<file path="src/rtl/pwl_muldiv.sv">
// Iterative scaled-quotient unit: computes floor(mag * dx / den), one bit of mag per cycle.
// Requires dx <= den and den > 0. No package dependencies.
module pwl_muldiv #(
  parameter int unsigned MAG_W = 32,
  parameter int unsigned DEN_W = 32
) (
  input  logic             clk_i,
  input  logic             rst_ni,
  input  logic             start_i,
  input  logic [MAG_W-1:0] mag_i,
  input  logic [DEN_W-1:0] dx_i,
  input  logic [DEN_W-1:0] den_i,
  output logic             done_o,
  output logic [MAG_W-1:0] quot_o
);

  localparam int unsigned ACC_W = DEN_W + 2;
  localparam int unsigned CNT_W = $clog2(MAG_W);

  logic             busy_q;
  logic             done_q;
  logic [CNT_W-1:0] cnt_q;
  logic [MAG_W-1:0] mag_q;
  logic [DEN_W-1:0] dx_q;
  logic [DEN_W-1:0] den_q;
  logic [DEN_W-1:0] rem_q;
  logic [MAG_W-1:0] quot_q;

  logic [ACC_W-1:0] acc;
  logic [ACC_W-1:0] den1;
  logic [ACC_W-1:0] den2;
  logic             ge1;
  logic             ge2;
  logic [ACC_W-1:0] rem_d;
  logic [1:0]       digit;
  logic [MAG_W-1:0] quot_d;

  // The remainder stays below den, so 2*rem + dx stays below 3*den and the
  // quotient digit of each step is 0, 1 or 2.
  assign acc   = ACC_W'({rem_q, 1'b0}) + (mag_q[MAG_W-1] ? ACC_W'(dx_q) : '0);
  assign den1  = ACC_W'(den_q);
  assign den2  = ACC_W'({den_q, 1'b0});
  assign ge2   = (acc >= den2);
  assign ge1   = (acc >= den1);
  assign rem_d = ge2 ? (acc - den2) : (ge1 ? (acc - den1) : acc);
  assign digit = {ge2, ge1 & ~ge2};
  assign quot_d = {quot_q[MAG_W-2:0], 1'b0} + MAG_W'(digit);

  always_ff @(posedge clk_i or negedge rst_ni) begin
    if (!rst_ni) begin
      busy_q <= 1'b0;
      done_q <= 1'b0;
      cnt_q  <= '0;
    end else begin
      done_q <= busy_q && (cnt_q == '0);
      if (start_i) begin
        busy_q <= 1'b1;
        cnt_q  <= CNT_W'(MAG_W - 1);
      end else if (busy_q) begin
        cnt_q <= cnt_q - 1'b1;
        if (cnt_q == '0) begin
          busy_q <= 1'b0;
        end
      end
    end
  end

  always_ff @(posedge clk_i) begin
    if (start_i) begin
      mag_q  <= mag_i;
      dx_q   <= dx_i;
      den_q  <= den_i;
      rem_q  <= '0;
      quot_q <= '0;
    end else if (busy_q) begin
      mag_q  <= {mag_q[MAG_W-2:0], 1'b0};
      rem_q  <= rem_d[DEN_W-1:0];
      quot_q <= quot_d;
    end
  end

  assign done_o = done_q;
  assign quot_o = quot_q;

`ifndef ASSERT_OFF
  a_start_operands : assert property (@(posedge clk_i) disable iff (!rst_ni)
    start_i |-> (den_i != '0) && (dx_i <= den_i))
    else $error("scaled quotient started with invalid operands");

  a_start_idle : assert property (@(posedge clk_i) disable iff (!rst_ni)
    start_i |-> !busy_q)
    else $error("scaled quotient restarted while busy");

  a_rem_bound : assert property (@(posedge clk_i) disable iff (!rst_ni)
    busy_q |-> (rem_q < den_q))
    else $error("partial remainder not below divisor");
`endif

endmodule

</file>
<file path="config.mk">
export PLATFORM = sky130hd
export DESIGN_NAME = pwl_muldiv
export DESIGN_NICKNAME = d
export VERILOG_FILES = /design/src/rtl/pwl_muldiv.sv
export SDC_FILE = /design/constraint.sdc
export NUM_CORES = 1
export LEC_CHECK = 0
export BUFFER_PORTS_ARGS = -buffer_cell sky130_fd_sc_hd__buf_2
export CORE_ASPECT_RATIO = 1.75
export CORE_MARGIN = 4
export CORE_UTILIZATION = 45
export CTS_CLUSTER_DIAMETER = 30
export CTS_CLUSTER_SIZE = 20
export DETAILED_ROUTE_END_ITERATION = 10
export GPL_TIMING_DRIVEN = 0
export PLACE_DENSITY = 0.62
export REMOVE_ABC_BUFFERS = 1
export SLEW_MARGIN = 0
export SYNTH_ARGS = -nofsm -noshare
export SYNTH_HDL_FRONTEND = slang
export SYNTH_SLANG_ARGS = --single-unit
</file>
<file path="constraint.sdc">
create_clock -name clk_i -period 8.25 [get_ports clk_i]
set_input_delay 1.2375 -clock clk_i [delete_from_list [all_inputs] [get_ports clk_i]]
set_output_delay 1.2375 -clock clk_i [all_outputs]
set_load 0.02 [all_outputs]
</file>
==> results.json, run 1 <==
{
  "ant_nets": 0,
  "crit_slowest_cell": "ha_1",
  "first_iter_violations": 529,
  "place_ws_ns": -0.0978,
  "crit_arrival_ns": 8.05,
  "critical_path.max_fanout": 26,
  "grt_pass1_wl_mm": 57.9,
  "nNetsFinal": 1679,
  "synth_top_area_cell": "edfxtp_1",
  "final_cell_mix": "buf_2, a21oi_1, nand2_1, ha_1, nor2_1",
  "synth.yosys.seq_area_share": 0.347,
  "switching_power_w": 0.00299,
  "cts_buffers": 17,
  "drive_gt1_frac": 0.162,
  "ys.flop_type": "edfxtp_1",
  "routedWlPerCell_um": 20.0,
  "gp_congestion": 0.959,
  "ys_seq_elements": 167,
  "cts_tree": "done",
  "drt_pass1_iterations": 5,
  "avgSynthCellArea_um2": 9.09,
  "hold_viol": 0,
  "rsz0062_at_grt": "no",
  "finalClockSkew_ns": 0.0287,
  "crit_family": "simple AND/OR/NAND/NOR gates",
  "fin_crit_ns": 7.69,
  "initial_utilization": 0.458,
  "grtUsageTotal": 0.243,
  "ys_warn_count": 0,
  "grt_overflow": 0,
  "clock_sinks": 167,
  "post_synth_main_area_contributors": "edfxtp_1, dfxtp_1, ha_1, a21oi_1, xnor2_1",
  "slew_headroom": 0.180,
  "synth_enable_flop_cells": 96,
  "synth_top_family_by_area": "compound AO/OA/AOI/OAI gates",
  "synth_cells": 1376,
  "avgViaCountPerCell": 5.89,
  "whs_ns": 0.484,
  "wirelength_mm": 37.2,
  "worstSetupPathType": "flip-flop to flip-flop",
  "synth.mux.area_fraction": 0.0396,
  "grt_max_degree": 105,
  "pin_count": 132,
  "cp.required_ns": 8.62,
  "cp-end-kind": "flip-flop",
  "area_growth_syn_to_layout_pct": 12.4,
  "numPortBuffers": 131,
  "timing.final.ws_setup_ns": 0.564,
  "insertion_delay_ns": 0.46,
  "p_per_area_mw_per_mm2": 419,
  "combPwrFrac": 0.680,
  "post-synth-top-area-fraction": 0.231,
  "crit_path_start_kind": "flip-flop",
  "ir_drop_mv": 0.189,
  "seq_area_mm2": 0.00434,
  "cts_root_buf": "clkbuf_16",
  "synthAdderAreaFrac": 0.104,
  "design.die.area_mm2": 0.0306,
  "maxCapViolations": 0,
  "setup_viol": 0,
  "antenna_found_initial": 0,
  "slew_viol_final": 0,
  "swShare": 0.508,
  "cpMostUsedCell": "ha_1",
  "htree_num_levels": 4,
  "synth_area_mm2": 0.0125,
  "synth_compound_area_frac": 0.224,
  "p_clk_frac": 0.133,
  "seqPwrFrac": 0.187,
  "leakagePower_nw": 5.95,
  "multiInputGateArea_mm2": 0.00766,
  "die_w_um": 134,
  "placedCellCount": 1825,
  "tightest_slew_ns": 1.23,
  "crit_path_max_incr_delay_ns": 0.57,
  "synth-xor-area-share": 0.0708,
  "fmax_mhz": 130,
  "final_cell_count_no_fill": 1860,
  "status": "finished clean",
  "postSynth.asyncResetShare": 0.0419,
  "drcViolationCount": 0,
  "yosys.area_share.simple": 0.174,
  "die_y_um": 228,
  "num-fill-cells": 2608,
  "core_area_mm2": 0.0273,
  "vias": 10964,
  "final_common_cell": "buf_2",
  "p_int_w": 0.00290,
  "min_path_type": "flip-flop to flip-flop",
  "synth_cell_types": 93,
  "fin_util": 0.514,
  "fin_crit_sh": 0.932,
  "grt_pass1_vias": 11175,
  "critPathBufInv": 1,
  "dp_hpwl_mm": 29.2,
  "clock_path_buffers": 2,
  "rows": 80,
  "path_clk_slew_ns": 0.07,
  "insertedDiodeCount": 0
}
## final timing paths
path	startpoint	end	slack [ns]	cells past startpoint
worst max-delay path	mag_q[31]	quot_o[29]	0.56	27
worst min-delay path	rem_q[2]	rem_q[2]	0.48	2
worst max register to register	mag_q[31]	quot_o[29]	0.56	27
worst min register to register	rem_q[2]	rem_q[2]	0.48	2
max in group asynchronous	rst_ni	busy_q	7.45	1
min in group asynchronous	rst_ni	cnt_q[0]	0.62	1
## metrics by stage
step | setup TNS, ns | area, um2 | power, W
2_1_floorplan | 0 | 12300 | 0.00392
3_3_place_gp | -0.245 | 13400 | 0.00503
3_5_place_dp | -0.174 | 13500 | 0.00506
4_1_cts | 0 | 14000 | 0.00586
5_1_grt | 0 | 14100 | 0.00628
6_report | 0 | 14100 | 0.00589
## power groups by stage
stage          clock (W)  sequential (W)  combinational (W)
6_report        0.000783         0.00110            0.00401
5_1_grt         0.000833         0.00111            0.00434
4_1_cts         0.000805         0.00111            0.00395
3_5_place_dp           0         0.00112            0.00393
3_3_place_gp           0         0.00112            0.00391
2_1_floorplan          0         0.00109            0.00284
## final cells by class
| class | instances | share of cell area |
|---|---|---|
| Multi-Input combinational cell | 1081 | 0.545 |
| Sequential cell | 167 | 0.309 |
| Timing Repair Buffer | 136 | 0.0529 |
| Tap cell | 369 | 0.0328 |
| Clock buffer | 17 | 0.0303 |
| Inverter | 75 | 0.0205 |
| Clock inverter | 15 | 0.00997 |
## synthesized netlist by cell type (5+ instances only)
library cell and n:
a21oi_1 116, nor2b_1 5, buf_2 6, o21bai_1 12, inv_1 73, nand4_1 23, or3_1 7, nor4_1 8
a21o_1 27, and4_1 7, clkbuf_1 38, o21a_1 17, o21ai_0 66, ha_1 99, xor2_1 48, mux2_2 32
xnor2_1 53, and2_1 44, nand2_1 103, o31ai_1 10, nor3_1 38, o22ai_1 9, dfrtp_1 7, a311oi_1 6
a31oi_1 7, o311ai_0 5, dfxtp_1 64, edfxtp_1 96, o31a_1 6, nor2_1 98, and3_1 15, o21ai_1 5
a211oi_1 43, o211ai_1 15, nand3_1 40, nand2b_1 6, mux2i_1 12
## registers in the layout (all words and copies together), names as in the netlist
register  cells
mag_q        32
quot_o       32
rem_q        32
cnt_q         5
dx_q         32
done_o        1
den_q        32
busy_q        1
## worst register-to-register path, delay by kind of cell, from the launching register on
family          cells  cell delay [ns]
compound gates      8             1.89
xor+xnor            1             0.16
fa+ha+maj           5             1.72
buf+inv             1             0.36
flops               1             0.53
simple gates       12             2.95
## logic make-up after synthesis
group	Yosys count
and+or+nand+nor	422
AOI/OAI and AO/OA	411
DFF	167
buffers and inverters	128
adders and majority gates	102
xor gates and xnor gates	101
muxes	45
## routing by layer
metal	wire length [um]	track usage
met5	0	0
met4	3970	0.223
met3	1130	0.0317
met2	19700	0.449
met1	12400	0.225
## what timing repair did
item / 4_1_cts / 5_1_grt
endpoints found under the hold margin: 0 / 0
setup endpoints to repair: 4 / 16
resized for setup: 1 / 2
hold buffers: 0 / 0
buffers inserted: 0 / 3
pin swaps: 0 / 0
No activity file was read; power rests on OpenSTA's default activity.
==> run 2: changes to the inputs <==
- PLACE_DENSITY: 0.62 -> 0.64
==> results.json, run 2 (synthesized netlist as in run 1, its figures left out) <==
{
  "rows": 80,
  "grtUsageTotal": 0.249,
  "core_area_mm2": 0.0273,
  "clock_sinks": 167,
  "slew_viol_final": 0,
  "cts_buffers": 17,
  "final_cell_count_no_fill": 1862,
  "ir_drop_mv": 0.239,
  "whs_ns": 0.490,
  "p_clk_frac": 0.137,
  "cp-end-kind": "flip-flop",
  "cts_tree": "done",
  "nNetsFinal": 1681,
  "drcViolationCount": 0,
  "grt_max_degree": 110,
  "drt_pass1_iterations": 5,
  "cts_hold_buf": 0,
  "crit_slowest_cell": "ha_1",
  "routedWlPerCell_um": 20.4,
  "swShare": 0.508,
  "cts_root_buf": "clkbuf_16",
  "setup_viol": 0,
  "r2r_end": "quot_o[30]",
  "avgViaCountPerCell": 5.89,
  "gp_congestion": 0.980,
  "crit_arrival_ns": 8.03,
  "crit_family": "simple AND/OR/NAND/NOR gates",
  "switching_power_w": 0.00302,
  "hold_viol": 0,
  "antenna_found_initial": 0,
  "clock_path_buffers": 2,
  "dp_hpwl_mm": 29.5,
  "fin_crit_sh": 0.929,
  "leakagePower_nw": 5.98,
  "design.die.area_mm2": 0.0306,
  "tightest_slew_ns": 0.879,
  "insertion_delay_ns": 0.45,
  "final_cell_mix": "buf_2, a21oi_1, nand2_1, ha_1, nor2_1",
  "numPortBuffers": 131,
  "crit_path_max_incr_delay_ns": 0.55,
  "reg2reg_depth": 27,
  "rsz0062_at_grt": "no",
  "insertedDiodeCount": 0,
  "min_to": "rem_q[9]",
  "maxCapViolations": 0,
  "vias": 10975,
  "totalPowerFinal_w": 0.00596,
  "slew_headroom": 0.412,
  "hold-path-cell-count": 2,
  "p_int_w": 0.00293,
  "r2r-start": "mag_q[31]",
  "placedCellCount": 1825,
  "area_growth_syn_to_layout_pct": 12.9,
  "path_clk_slew_ns": 0.07,
  "min_from": "rem_q[9]",
  "combPwrFrac": 0.678,
  "initial_utilization": 0.458,
  "status": "finished clean",
  "drive_gt1_frac": 0.164,
  "critPathBufInv": 3,
  "min_path_type": "flip-flop to flip-flop",
  "first_iter_violations": 504,
  "grt_overflow": 0,
  "r2r_slack_ns": 0.59,
  "fmax_mhz": 131,
  "worstSetupPathType": "flip-flop to flip-flop",
  "grt_pass1_wl_mm": 58.9,
  "tns_ns": 0,
  "die_w_um": 134,
  "final_common_cell": "buf_2",
  "wirelength_mm": 38.0,
  "p_per_area_mw_per_mm2": 422,
  "grt_pass1_vias": 11049,
  "pin_count": 132,
  "ant_nets": 0,
  "fin_crit_ns": 7.66,
  "crit_path_start_kind": "flip-flop",
  "critical_path.max_fanout": 26,
  "cp.required_ns": 8.62,
  "htree_num_levels": 4,
  "finalClockSkew_ns": 0.00490,
  "seqPwrFrac": 0.185,
  "die_y_um": 228
}
==> run 2: worst max path at each step <==
| stage | start | to | cells past startpoint |
|---|---|---|---|
| floorplan | mag_q[31] | quot_o[30] | 26 |
| global placement | mag_q[31] | quot_o[30] | 26 |
| detailed placement | mag_q[31] | quot_o[30] | 26 |
| CTS | mag_q[31] | quot_o[30] | 26 |
| global route | mag_q[31] | quot_o[30] | 27 |
| finish | mag_q[31] | quot_o[30] | 27 |
==> run 2: layout make-up <==
type | instances | area (um2)
fillers | 2641 | 13200
inverters | 75 | 288
flip-flops and latches | 167 | 4340
clock inverters | 15 | 168
repair buffers | 138 | 776
multi-input cells | 1081 | 7650
well taps | 369 | 462
clock buffers | 17 | 425
==> run 2: power by group through the flow <==
stage / Combinational [W] / Clock [W] / Sequential (W)
3_5_place_dp: 0.00394 / 0 / 0.00112
2_1_floorplan: 0.00284 / 0 / 0.00109
3_3_place_gp: 0.00391 / 0 / 0.00112
6_report: 0.00404 / 0.000817 / 0.00110
4_1_cts: 0.00396 / 0.000837 / 0.00110
5_1_grt: 0.00437 / 0.000869 / 0.00111
==> run 2: repair_timing <==
action	4_1_cts	5_1_grt
gates cloned	0	0
buffers inserted	1	3
endpoints found under the hold margin	0	0
resized for setup	0	3
endpoints found under the setup margin	5	14
==> run 2: metrics by stage <==
stage          utilization  setup WS [ns]  instance area [um2]
2_1_floorplan            -           1.73                12300
3_3_place_gp         0.490         -0.172                13400
3_5_place_dp         0.492         -0.108                13500
4_1_cts              0.514          0.112                14100
5_1_grt              0.517        0.00813                14100
6_report             0.517          0.587                14100
==> run 2: layer usage <==
layer	routed length, um	global-route usage	vias up
met1	12800	0.236	5153
met5	0	0	-
li1	-	-	5359
met2	20400	0.460	313
met4	3630	0.207	0
met3	1180	0.0390	150
==> run 2: worst register-to-register path: stages, from the launching register on <==
cell,delay (ns)
edfxtp_1,0.52
buf_2,0.23
buf_6,0.17
and2_1,0.17
ha_1,0.25
o21ai_0,0.18
o211ai_1,0.13
or4_1,0.49
o32ai_2,0.28
o21ba_2,0.29
or4b_2,0.14
nand4_1,0.30
ha_1,0.56
nand4_1,0.19
or3_1,0.49
or3_1,0.37
a31o_2,0.22
o2111ai_1,0.15
nor3_4,0.17
clkinv_2,0.33
ha_1,0.31
nand3_1,0.22
nor3_2,0.41
nand2_1,0.28
nor2_1,0.22
nand4_1,0.13
xor2_1,0.16
a211oi_1,0.23
